## src/rtl/dtt_pkg.sv

```systemverilog
package dtt_pkg;

    localparam int TIMER_SLOTS = 16;
    localparam int SLOT_W      = $clog2(TIMER_SLOTS);
    localparam int MAX_RESULTS = 16;
    localparam int CNT_W       = $clog2(MAX_RESULTS + 1);
    localparam logic [31:0] SIGN32 = 32'h8000_0000;
    localparam logic [31:0] NO_WAIT = 32'hFFFF_FFFF;

    typedef enum logic [2:0] {
        KIND_ADD     = 3'd0,
        KIND_CANCEL  = 3'd1,
        KIND_REFRESH = 3'd2,
        KIND_RESET   = 3'd3,
        KIND_TICK    = 3'd4,
        KIND_QUERY   = 3'd5
    } t_kind;

    typedef enum logic [1:0] {
        OSEL_OP    = 2'd0,
        OSEL_QUERY = 2'd1,
        OSEL_PEND  = 2'd2,
        OSEL_QUIET = 2'd3
    } t_osel;

    typedef struct packed {
        logic              latch;
        logic              now_inc;
        logic              fn_clear;
        logic              fn_set;
        logic              scan_en;
        logic [SLOT_W-1:0] scan_idx;
        logic              slot_op;
        logic              expire;
        logic              out_load;
        t_osel             out_sel;
        logic              out_ok;
        logic              out_fc;
        logic              out_last;
    } t_dp_cmd;

    typedef struct packed {
        logic [2:0] kind;
        logic       in_range;
        logic       id_active;
        logic       reset_noop;
        logic       best_vld;
        logic       best_due;
        logic       best_is_id;
        logic       pend_vld;
        logic       fn;
    } t_dp_stat;

endpackage

```

## src/rtl/dtt_if.sv

```systemverilog
interface dtt_in_if;
    logic        valid;
    logic        ready;
    logic [2:0]  kind;
    logic [3:0]  timer_id;
    logic [23:0] period_ms;
    logic        repeat_mode;
    logic        start_now;
    modport source (output valid, kind, timer_id, period_ms, repeat_mode, start_now,
                    input ready);
    modport sink (input valid, kind, timer_id, period_ms, repeat_mode, start_now,
                  output ready);
endinterface

interface dtt_out_if;
    logic        valid;
    logic        ready;
    logic [3:0]  slot_out;
    logic        expired;
    logic        ok;
    logic        front_changed;
    logic [31:0] next_wait_ms;
    logic        last;
    modport source (output valid, slot_out, expired, ok, front_changed, next_wait_ms,
                    last, input ready);
    modport sink (input valid, slot_out, expired, ok, front_changed, next_wait_ms,
                  last, output ready);
endinterface

```

## src/rtl/dtt_dp.sv

```systemverilog
module dtt_dp (
    input  logic                i_clk,
    input  logic                i_rst_n,
    input  dtt_pkg::t_dp_cmd    i_cmd,
    output dtt_pkg::t_dp_stat   o_stat,
    input  logic [2:0]          i_kind,
    input  logic [3:0]          i_timer_id,
    input  logic [23:0]         i_period_ms,
    input  logic                i_repeat_mode,
    input  logic                i_start_now,
    output logic [3:0]          o_slot_out,
    output logic                o_expired,
    output logic                o_ok,
    output logic                o_front_changed,
    output logic [31:0]         o_next_wait_ms,
    output logic                o_last
);

    logic [2:0]  r_kind;
    logic [3:0]  r_id;
    logic [23:0] r_period;
    logic        r_rep;
    logic        r_fnow;

    logic        r_act [dtt_pkg::TIMER_SLOTS];
    logic        r_srep [dtt_pkg::TIMER_SLOTS];
    logic [23:0] r_per [dtt_pkg::TIMER_SLOTS];
    logic [31:0] r_dl  [dtt_pkg::TIMER_SLOTS];
    logic [31:0] r_now;
    logic        r_fn;

    logic                      r_best_vld;
    logic [dtt_pkg::SLOT_W-1:0] r_best;
    logic [31:0]               r_best_key;
    logic                      r_pend_vld;
    logic [dtt_pkg::SLOT_W-1:0] r_pend;

    logic [dtt_pkg::SLOT_W-1:0] id_idx;
    logic [31:0] scan_key;
    logic        scan_win;
    logic [31:0] best_dist;
    logic [31:0] start;
    logic [23:0] re_per;

    assign id_idx    = dtt_pkg::SLOT_W'(r_id);
    assign scan_key  = (r_dl[i_cmd.scan_idx] - r_now) ^ dtt_pkg::SIGN32;
    assign scan_win  = r_act[i_cmd.scan_idx] &&
                       (i_cmd.scan_idx == '0 || !r_best_vld || scan_key < r_best_key);
    assign best_dist = r_best_key ^ dtt_pkg::SIGN32;
    assign start     = r_fnow ? r_now : (r_dl[id_idx] - {8'd0, r_per[id_idx]});
    assign re_per    = (r_per[r_best] == '0) ? 24'd1 : r_per[r_best];

    always_comb begin
        o_stat.kind       = r_kind;
        o_stat.in_range   = 32'(r_id) < 32'(dtt_pkg::TIMER_SLOTS);
        o_stat.id_active  = r_act[id_idx];
        o_stat.reset_noop = (r_period == r_per[id_idx]) && !r_fnow;
        o_stat.best_vld   = r_best_vld;
        o_stat.best_due   = (best_dist == '0) || best_dist[31];
        o_stat.best_is_id = r_best_vld && (r_best == id_idx);
        o_stat.pend_vld   = r_pend_vld;
        o_stat.fn         = r_fn;
    end

    always_ff @(posedge i_clk) begin
        if (i_cmd.latch) begin
            r_kind   <= i_kind;
            r_id     <= i_timer_id;
            r_period <= i_period_ms;
            r_rep    <= i_repeat_mode;
            r_fnow   <= i_start_now;
        end
        if (i_cmd.scan_en) begin
            if (i_cmd.scan_idx == '0) begin
                r_best_vld <= r_act[i_cmd.scan_idx];
                r_best     <= i_cmd.scan_idx;
                r_best_key <= scan_key;
            end else if (scan_win) begin
                r_best_vld <= 1'b1;
                r_best     <= i_cmd.scan_idx;
                r_best_key <= scan_key;
            end
        end
        // expiry: remember the slot for its report, then re-arm or drop it
        if (i_cmd.expire) begin
            r_pend <= r_best;
            if (r_srep[r_best]) begin
                r_dl[r_best] <= r_now + {8'd0, re_per};
            end
        end
        if (i_cmd.slot_op) begin
            case (r_kind)
                dtt_pkg::KIND_ADD: begin
                    r_srep[id_idx] <= r_rep;
                    r_per[id_idx]  <= r_period;
                    r_dl[id_idx]   <= r_now + {8'd0, r_period};
                end
                dtt_pkg::KIND_REFRESH: begin
                    r_dl[id_idx] <= r_now + {8'd0, r_per[id_idx]};
                end
                dtt_pkg::KIND_RESET: begin
                    r_per[id_idx] <= r_period;
                    r_dl[id_idx]  <= start + {8'd0, r_period};
                end
                default: ;
            endcase
        end
        if (i_cmd.out_load) begin
            o_ok            <= i_cmd.out_ok;
            o_front_changed <= i_cmd.out_fc;
            o_last          <= i_cmd.out_last;
            case (i_cmd.out_sel)
                dtt_pkg::OSEL_OP: begin
                    o_slot_out     <= r_id;
                    o_expired      <= 1'b0;
                    o_next_wait_ms <= '0;
                end
                dtt_pkg::OSEL_QUERY: begin
                    o_slot_out     <= r_best_vld ? 4'(r_best) : 4'd0;
                    o_expired      <= 1'b0;
                    o_next_wait_ms <= !r_best_vld ? dtt_pkg::NO_WAIT :
                                      (o_stat.best_due ? 32'd0 : best_dist);
                end
                dtt_pkg::OSEL_PEND: begin
                    o_slot_out     <= 4'(r_pend);
                    o_expired      <= 1'b1;
                    o_next_wait_ms <= '0;
                end
                default: begin
                    o_slot_out     <= '0;
                    o_expired      <= 1'b0;
                    o_next_wait_ms <= '0;
                end
            endcase
        end
        if (!i_rst_n) begin
            r_act      <= '{default: 1'b0};
            r_now      <= '0;
            r_fn       <= 1'b0;
            r_best_vld <= 1'b0;
            r_pend_vld <= 1'b0;
        end else begin
            if (i_cmd.now_inc) begin
                r_now <= r_now + 32'd1;
            end
            if (i_cmd.fn_clear) begin
                r_fn <= 1'b0;
            end else if (i_cmd.fn_set) begin
                r_fn <= 1'b1;
            end
            if (i_cmd.latch) begin
                r_pend_vld <= 1'b0;
            end else if (i_cmd.expire) begin
                r_pend_vld <= 1'b1;
            end
            if (i_cmd.expire && !r_srep[r_best]) begin
                r_act[r_best] <= 1'b0;
            end
            if (i_cmd.slot_op) begin
                if (r_kind == dtt_pkg::KIND_ADD) begin
                    r_act[id_idx] <= 1'b1;
                end else if (r_kind == dtt_pkg::KIND_CANCEL) begin
                    r_act[id_idx] <= 1'b0;
                end
            end
        end
    end

endmodule

```

## src/rtl/dtt_ctrl.sv

```systemverilog
module dtt_ctrl (
    input  logic              i_clk,
    input  logic              i_rst_n,
    input  logic              i_in_valid,
    output logic              o_in_ready,
    output logic              o_out_valid,
    input  logic              i_out_ready,
    output dtt_pkg::t_dp_cmd  o_cmd,
    input  dtt_pkg::t_dp_stat i_stat
);

    typedef enum logic [2:0] {
        S_IDLE, S_DISP, S_SCAN, S_DECIDE, S_EXP, S_EMIT
    } t_state;

    t_state                     r_state, n_state;
    t_state                     r_ret, n_ret;
    logic [dtt_pkg::SLOT_W-1:0] r_idx, n_idx;
    logic [dtt_pkg::CNT_W-1:0]  r_cnt, n_cnt;
    logic                       r_ov, n_ov;
    dtt_pkg::t_osel             r_osel, n_osel;
    logic                       r_ook, n_ook;
    logic                       r_ofc, n_ofc;
    logic                       r_olast, n_olast;
    logic                       fc;

    assign o_in_ready  = (r_state == S_IDLE);
    assign o_out_valid = r_ov;
    assign fc          = i_stat.best_is_id && !i_stat.fn;

    always_comb begin
        n_state = r_state;
        n_ret   = r_ret;
        n_idx   = r_idx;
        n_cnt   = r_cnt;
        n_ov    = r_ov && !i_out_ready;
        n_osel  = r_osel;
        n_ook   = r_ook;
        n_ofc   = r_ofc;
        n_olast = r_olast;
        o_cmd          = '0;
        o_cmd.scan_idx = r_idx;
        o_cmd.out_sel  = r_osel;
        o_cmd.out_ok   = r_ook;
        o_cmd.out_fc   = r_ofc;
        o_cmd.out_last = r_olast;
        unique case (r_state)
            S_IDLE: begin
                if (i_in_valid) begin
                    o_cmd.latch = 1'b1;
                    n_state     = S_DISP;
                end
            end
            S_DISP: begin
                n_idx   = '0;
                n_cnt   = '0;
                n_osel  = dtt_pkg::OSEL_OP;
                n_ook   = 1'b0;
                n_ofc   = 1'b0;
                n_olast = 1'b1;
                n_ret   = S_IDLE;
                n_state = S_EMIT;
                if (i_stat.kind == dtt_pkg::KIND_TICK) begin
                    o_cmd.now_inc = 1'b1;
                    n_state       = S_SCAN;
                end else if (i_stat.kind == dtt_pkg::KIND_QUERY) begin
                    o_cmd.fn_clear = 1'b1;
                    n_state        = S_SCAN;
                end else if (i_stat.kind > dtt_pkg::KIND_QUERY || !i_stat.in_range) begin
                    n_ook = 1'b0;
                end else if (i_stat.kind == dtt_pkg::KIND_ADD) begin
                    o_cmd.slot_op = 1'b1;
                    n_state       = S_SCAN;
                end else if (!i_stat.id_active) begin
                    n_ook = 1'b0;
                end else if (i_stat.kind == dtt_pkg::KIND_RESET && i_stat.reset_noop) begin
                    n_ook = 1'b1;
                end else begin
                    o_cmd.slot_op = 1'b1;
                    n_ook         = 1'b1;
                    if (i_stat.kind == dtt_pkg::KIND_RESET) begin
                        n_state = S_SCAN;
                    end
                end
            end
            S_SCAN: begin
                o_cmd.scan_en = 1'b1;
                n_idx         = r_idx + dtt_pkg::SLOT_W'(1);
                if (r_idx == dtt_pkg::SLOT_W'(dtt_pkg::TIMER_SLOTS - 1)) begin
                    n_state = S_DECIDE;
                end
            end
            S_DECIDE: begin
                n_ret   = S_IDLE;
                n_state = S_EMIT;
                n_ook   = 1'b1;
                n_ofc   = 1'b0;
                n_olast = 1'b1;
                if (i_stat.kind == dtt_pkg::KIND_TICK) begin
                    if (i_stat.best_vld && i_stat.best_due &&
                        r_cnt < dtt_pkg::CNT_W'(dtt_pkg::MAX_RESULTS)) begin
                        // report the previous expiry before taking the next one
                        if (i_stat.pend_vld) begin
                            n_osel  = dtt_pkg::OSEL_PEND;
                            n_olast = 1'b0;
                            n_ret   = S_EXP;
                        end else begin
                            n_state = S_EXP;
                        end
                    end else begin
                        n_osel = i_stat.pend_vld ? dtt_pkg::OSEL_PEND : dtt_pkg::OSEL_QUIET;
                    end
                end else if (i_stat.kind == dtt_pkg::KIND_QUERY) begin
                    n_osel = dtt_pkg::OSEL_QUERY;
                end else begin
                    n_osel       = dtt_pkg::OSEL_OP;
                    n_ofc        = fc;
                    o_cmd.fn_set = fc;
                end
            end
            S_EXP: begin
                o_cmd.expire = 1'b1;
                n_cnt        = r_cnt + dtt_pkg::CNT_W'(1);
                n_idx        = '0;
                n_state      = S_SCAN;
            end
            S_EMIT: begin
                if (!r_ov || i_out_ready) begin
                    o_cmd.out_load = 1'b1;
                    n_ov           = 1'b1;
                    n_state        = r_ret;
                end
            end
            default: n_state = S_IDLE;
        endcase
    end

    always_ff @(posedge i_clk) begin
        if (!i_rst_n) begin
            r_state <= S_IDLE;
            r_ret   <= S_IDLE;
            r_idx   <= '0;
            r_cnt   <= '0;
            r_ov    <= 1'b0;
            r_osel  <= dtt_pkg::OSEL_OP;
            r_ook   <= 1'b0;
            r_ofc   <= 1'b0;
            r_olast <= 1'b0;
        end else begin
            r_state <= n_state;
            r_ret   <= n_ret;
            r_idx   <= n_idx;
            r_cnt   <= n_cnt;
            r_ov    <= n_ov;
            r_osel  <= n_osel;
            r_ook   <= n_ook;
            r_ofc   <= n_ofc;
            r_olast <= n_olast;
        end
    end

endmodule

```

## src/rtl/deadline_timer_table.sv

```systemverilog
// Deadline timer table: sixteen timer slots, scanned for the earliest deadline.
// Input channel i_in carries one operation per beat (add, cancel, refresh,
// reset, tick, query_next); output channel o_out returns result beats, the
// final beat of each operation marked by last.
// The block takes one operation at a time.
// An in-range add, tick, query and a reset that changes an active slot walk
// all slots once through a single compare unit, one slot a cycle.
// A tick with k expiries walks the slots k + 1 times; cancel and refresh
// do not walk the slots.
// Reset clears every slot to inactive, the millisecond counter to zero and
// the front-notify flag; i_in is ready in the first cycle after reset.
// A result beat sits in an output register: when the receiver stalls, the
// block finishes into that register and holds there until it is taken;
// a new operation may be accepted while the last result still waits.
module deadline_timer_table (
    input  logic      i_clk,
    input  logic      i_rst_n,
    dtt_in_if.sink    i_in,
    dtt_out_if.source o_out
);

    dtt_pkg::t_dp_cmd  cmd;
    dtt_pkg::t_dp_stat stat;

    // controller: sequences dispatch, slot scans, expiries and result beats
    dtt_ctrl u_ctrl (
        .i_clk       (i_clk),
        .i_rst_n     (i_rst_n),
        .i_in_valid  (i_in.valid),
        .o_in_ready  (i_in.ready),
        .o_out_valid (o_out.valid),
        .i_out_ready (o_out.ready),
        .o_cmd       (cmd),
        .i_stat      (stat)
    );

    // datapath: slot storage, time counter, scan compare and result register
    dtt_dp u_dp (
        .i_clk           (i_clk),
        .i_rst_n         (i_rst_n),
        .i_cmd           (cmd),
        .o_stat          (stat),
        .i_kind          (i_in.kind),
        .i_timer_id      (i_in.timer_id),
        .i_period_ms     (i_in.period_ms),
        .i_repeat_mode   (i_in.repeat_mode),
        .i_start_now     (i_in.start_now),
        .o_slot_out      (o_out.slot_out),
        .o_expired       (o_out.expired),
        .o_ok            (o_out.ok),
        .o_front_changed (o_out.front_changed),
        .o_next_wait_ms  (o_out.next_wait_ms),
        .o_last          (o_out.last)
    );

endmodule
```

## src/flat_wrapper.sv

```systemverilog
// flat-port wrapper written by rule: the top's interface ports become plain ports
module deadline_timer_table_flat 
  (i_clk, i_rst_n, i_in_valid, i_in_kind, i_in_timer_id, i_in_period_ms, i_in_repeat_mode, i_in_start_now, i_in_ready, o_out_valid, o_out_slot_out, o_out_expired, o_out_ok, o_out_front_changed, o_out_next_wait_ms, o_out_last, o_out_ready);
  dtt_in_if i_in_i ();
  dtt_out_if o_out_i ();
  input  logic i_clk;
  input  logic i_rst_n;
  input wire logic [$bits(i_in_i.valid)-1:0] i_in_valid;
  input wire logic [$bits(i_in_i.kind)-1:0] i_in_kind;
  input wire logic [$bits(i_in_i.timer_id)-1:0] i_in_timer_id;
  input wire logic [$bits(i_in_i.period_ms)-1:0] i_in_period_ms;
  input wire logic [$bits(i_in_i.repeat_mode)-1:0] i_in_repeat_mode;
  input wire logic [$bits(i_in_i.start_now)-1:0] i_in_start_now;
  output wire logic [$bits(i_in_i.ready)-1:0] i_in_ready;
  output wire logic [$bits(o_out_i.valid)-1:0] o_out_valid;
  output wire logic [$bits(o_out_i.slot_out)-1:0] o_out_slot_out;
  output wire logic [$bits(o_out_i.expired)-1:0] o_out_expired;
  output wire logic [$bits(o_out_i.ok)-1:0] o_out_ok;
  output wire logic [$bits(o_out_i.front_changed)-1:0] o_out_front_changed;
  output wire logic [$bits(o_out_i.next_wait_ms)-1:0] o_out_next_wait_ms;
  output wire logic [$bits(o_out_i.last)-1:0] o_out_last;
  input wire logic [$bits(o_out_i.ready)-1:0] o_out_ready;
  assign i_in_i.valid = i_in_valid;
  assign i_in_i.kind = i_in_kind;
  assign i_in_i.timer_id = i_in_timer_id;
  assign i_in_i.period_ms = i_in_period_ms;
  assign i_in_i.repeat_mode = i_in_repeat_mode;
  assign i_in_i.start_now = i_in_start_now;
  assign i_in_ready = i_in_i.ready;
  assign o_out_valid = o_out_i.valid;
  assign o_out_slot_out = o_out_i.slot_out;
  assign o_out_expired = o_out_i.expired;
  assign o_out_ok = o_out_i.ok;
  assign o_out_front_changed = o_out_i.front_changed;
  assign o_out_next_wait_ms = o_out_i.next_wait_ms;
  assign o_out_last = o_out_i.last;
  assign o_out_i.ready = o_out_ready;
  deadline_timer_table u_core (.i_clk(i_clk), .i_rst_n(i_rst_n), .i_in(i_in_i), .o_out(o_out_i));
endmodule
```

## config.mk

```make
export PLATFORM = sky130hd
export DESIGN_NAME = deadline_timer_table_flat
export DESIGN_NICKNAME = d
export VERILOG_FILES = /design/src/rtl/dtt_pkg.sv /design/src/rtl/dtt_if.sv /design/src/rtl/dtt_dp.sv /design/src/rtl/dtt_ctrl.sv /design/src/rtl/deadline_timer_table.sv /design/src/flat_wrapper.sv
export SDC_FILE = /design/constraint.sdc
export NUM_CORES = 2
export LEC_CHECK = 0
export BUFFER_PORTS_ARGS = -buffer_cell sky130_fd_sc_hd__buf_4
export CELL_PAD_IN_SITES_DETAIL_PLACEMENT = 1
export CELL_PAD_IN_SITES_GLOBAL_PLACEMENT = 1
export CORE_MARGIN = 2
export CORE_UTILIZATION = 41
export DETAILED_ROUTE_END_ITERATION = 8
export PLACE_DENSITY = 0.64
export SLEW_MARGIN = 20
export SYNTH_ARGS = -nofsm -noshare
export SYNTH_HDL_FRONTEND = slang
export SYNTH_HIERARCHICAL = 1
export SYNTH_SLANG_ARGS = --single-unit
```

## constraint.sdc

```tcl
create_clock -name i_clk -period 13.8 [get_ports i_clk]
set_input_delay 0 -clock i_clk [delete_from_list [all_inputs] [get_ports i_clk]]
set_output_delay 0 -clock i_clk [all_outputs]
set_load 0.03 [all_outputs]
```

==> results.py <==
metrics = {
    "clock_tree": {
        "insertion_delay_ns": 0.80,
        "clockBufferDepth": 3,
        "cts_resized": 0,
        "htree_levels": 4,
        "cts_buffers": 132,
        "cts-root-buf": "clkbuf_16",
        "cts_tree": "yes",
        "cts_sinks": 1103,
        "clk_pin_slew_ns": 0.06,
    },
    "detailed_routing": {
        "vias": 45900,
        "routed_wl_mm": 235,
        "drc": 0,
        "drtIter0Drc": 5105,
        "ant_nets": 0,
        "viasPerCell": 6.43,
        "firstDrtPassIters": 5,
        "post_drt_wl_per_cell_um": 32.9,
    },
    "grt": {
        "antenna_found_initial": 8,
        "grt_pass1_vias": 46700,
        "grt_use_met1_pct": 39.6,
        "met2_usage_pct": 48.7,
        "grt_max_degree": 108,
        "grt_use_total_pct": 29.7,
        "grt_pass1_wl_mm": 337,
        "grt.overflow.total": 0,
        "met3_usage_pct": 5.28,
        "top_usage_layer": "met2",
    },
    "synth": {
        "synth_top_family_by_area": "multiplexers",
        "synth.distinct_cells": 91,
        "yosys_warnings": 6,
        "yosys.area_share.xor_xnor_pct": 2.43,
        "async_flop_share_pct": 0,
        "synthAdderAreaFrac_pct": 3.35,
        "synth_compound_area_share_pct": 10.2,
        "syn_area_mm2": 0.0634,
        "synth-main-ff-cell": "edfxtp_1",
        "synth-simple-area-share_pct": 7.86,
        "syn_area_per_cell_um2": 12.9,
        "synthCells": 4908,
        "synth_nets": 5111,
        "synthMuxAreaShare_pct": 22.2,
        "yosysSeqAreaShare_pct": 51.0,
        "synth_edf_count": 1025,
        "synth_seq_cells": 1103,
    },
    "sta": {
        "tns_ns": 0,
        "slew_violations": 0,
        "maxSlewHeadroom_pct": 15.0,
        "setup_viol": 0,
        "fin_crit_sh_pct": 75.7,
        "hold_violations": 0,
        "tightest_slew_ns": 1.27,
        "clock_skew_ns": 0.0401,
        "rsz0062_at_grt": "false",
        "fin_crit_ns": 10.44,
        "max_clock_freq_ghz": 0.0958,
    },
    "final_layout": {
        "post_route_cells_drive_above_1_share_pct": 20.8,
        "fin_area_mm2": 0.0719,
        "syn_to_final_growth_pct": 13.4,
        "fin_nets": 5182,
    },
    "placement": {
        "routabilityCongestion": 0.915,
        "hpwl_mm": 149,
        "port_buffers": 78,
        "postPlaceCellArea_mm2": 0.0669,
    },
    "worst_setup_path": {
        "cp-end-kind": "register",
        "critPathSlowestCell": "o21ai_0",
        "cp_common_cell": "o21ai_0",
        "cp-start-kind": "register",
        "crit_arrival_ns": 10.92,
        "r2r_cells": 28,
        "cp-endpoint": "u_core/u_dp/r_dl[8][26]",
        "r2r-end": "u_core/u_dp/r_dl[8][26]",
        "critPathKind": "register to register",
        "worstPathRequired_ns": 14.28,
        "cpPeakStageDelay_ns": 0.94,
        "crit_path_max_fanout": 84,
        "ff2ff_setup_slack_ns": 3.36,
    },
    "run": {
        "cap_violations": 0,
    },
    "power": {
        "leakage_nw": 25.3,
        "power_w": 0.0123,
        "peakVddDrop_mv": 0.123,
        "powerDensity_mw_per_mm2": 170,
    },
    "floorplan": {
        "die_x_um": 397,
        "ios": 79,
        "fp.coreArea_mm2": 0.154,
        "dieHeight_um": 397,
        "initial_utilization_pct": 41.2,
        "die-area_mm2": 0.158,
        "rows": 144,
    },
    "run_status": {
        "outcome": "finished clean",
    },
    "worst_hold_path": {
        "hp-class": "input port to register",
    },
}
-- state kept, by name, summed over array words and instances (netlist names), 5 cells and up, named ones only --
signal and cells:
u_core/u_dp/r_dl 512, u_core/u_ctrl/r_cnt 5, u_core/u_dp/r_srep 16, u_core/u_dp/r_per 384, u_core/u_dp/r_act 16, u_core/u_dp/r_best_key 32
u_core/u_dp/r_period 24, u_core/u_dp/r_now 32, u_core/u_dp/o_next_wait_ms 32
-- through the flow --
stage	setup slack [ns]	hold slack, ns	instances	util, %
after global placement	3.35	0.178	6820	43.4
final	3.36	0.0568	7135	46.7
after global routing	2.66	0.0331	7130	46.7
after CTS	3.35	0.0312	7130	46.7
after detailed placement	3.42	0.180	6820	43.5
after floorplan	5.52	0.0989	4908	-
-- metal layers --
| metal | vias up | wire, µm | part of all wire (%) |
|---|---|---|---|
| li1 | 19200 | - | - |
| met1 | 24100 | 94400 | 40 |
| met2 | 2202 | 112000 | 48 |
| met3 | 444 | 19900 | 8.5 |
| met4 | 4 | 8880 | 3.8 |
| met5 | - | 23 | 0.0098 |
-- placed cells by master, fill, tap and decap left out, types with 39 or more instances in the layout --
| cell | n |
|---|---|
| a21o_1 | 84 |
| edfxtp_1 | 1025 |
| mux4_2 | 474 |
| nor2b_1 | 48 |
| a21oi_1 | 213 |
| o21a_1 | 51 |
| and2_1 | 43 |
| xnor2_1 | 117 |
| clkbuf_16 | 134 |
| nor2_1 | 224 |
| o21ai_0 | 436 |
| buf_4 | 233 |
| nand2_1 | 514 |
| nand3_1 | 51 |
| inv_1 | 120 |
| mux2i_1 | 297 |
| dfxtp_1 | 66 |
| ha_1 | 161 |
| xor2_1 | 52 |
| a22oi_1 | 39 |
| dlygate4sd3_1 | 69 |
-- where the power goes --
group	switching, W	total, W	internal (W)
clock	0.00148	0.00352	0.00203
sequential	0.000192	0.00413	0.00394
combinational	0.00275	0.00461	0.00186
total	0.00442	0.0123	0.00783
-- synth_stat cells (all sizes together) (5+ instances only) --
master,instances,share of area [%]
edfxtp,1025,49
nand2,514,3.0
o21ai,476,3.8
mux4,474,17
mux2i,302,4.8
clkbuf,272,1.6
nor2,245,1.4
a21oi,220,1.7
ha,161,3.2
xnor2,121,1.7
inv,120,0.71
buf,96,0.73
a21o,84,0.99
dfxtp,78,2.5
nand3,62,0.50
xor2,55,0.76
o21a,51,0.60
nor2b,49,0.48
and2,45,0.44
a221oi,40,0.56
a22oi,39,0.46
nand2b,38,0.37
nor3,35,0.28
mux2,30,0.53
nor4,23,0.26
and3,22,0.22
nand4,20,0.20
a211oi,16,0.19
o221a,16,0.28
a31oi,14,0.14
or3,13,0.14
a21boi,12,0.14
o31ai,12,0.16
o21bai,11,0.13
or2,11,0.11
nor3b,9,0.13
o311ai,8,0.11
o211ai,6,0.071
a2111oi,5,0.069
a211o,5,0.069
a22o,5,0.069
a311oi,5,0.069
a31o,5,0.069
fa,5,0.16
-- cell type report --
| class | instances | area (µm²) |
|---|---|---|
| Inverter | 121 | 454 |
| Antenna cell | 5 | 12.5 |
| Clock buffer | 174 | 3540 |
| Multi-Input combinational cell | 3316 | 29700 |
| Fill cell | 15600 | 81900 |
| Clock inverter | 67 | 777 |
| Timing Repair Buffer | 305 | 2500 |
| Tap cell | 2044 | 2560 |
| Sequential cell | 1103 | 32400 |
-- worst min-delay path by stage --
stage	from	slack, ns	cells after the start	to
6_report	i_in_timer_id[1]	0.06	2	u_core/u_dp/id_idx[1]
5_1_grt	i_in_timer_id[1]	0.03	2	u_core/u_dp/id_idx[1]
4_1_cts	i_in_timer_id[2]	0.03	3	register
3_5_place_dp	i_in_kind[1]	0.18	1	u_core/u_dp/r_kind[1]
3_3_place_gp	i_in_kind[2]	0.18	1	u_core/u_dp/r_kind[2]
2_1_floorplan	i_in_timer_id[0]	0.1	0	u_core/u_dp/id_idx[0]
-- cells by family (layout without fill, tap and decap cells) --
family | count (synthesis) | after routing
compound gates | 1063 | 1063
fa+ha+maj | 167 | 167
flops | 1103 | 1103
simple gates | 1103 | 1103
mux | 806 | 806
other cells | 1 | 6
xor+xnor | 176 | 176
buf+inv | 489 | 667
-- what timing repair did --
| action | CTS | global route |
|---|---|---|
| buffers inserted | 0 | 0 |
| hold endpoints to repair | 112 | 0 |
| hold buffers | 69 | 0 |
-- worst max-delay path, delay by kind of cell (launching register included) --
family | cells | cell delay, ns
buffers and inverters | 3 | 0.88
and+or+nand+nor | 9 | 2.24
DFF | 1 | 0.84
AOI/OAI and AO/OA | 8 | 3.37
muxes | 4 | 1.59
adders and majority gates | 2 | 0.63
xor gates and xnor gates | 2 | 0.36
(Power assumes the default switching activity.)
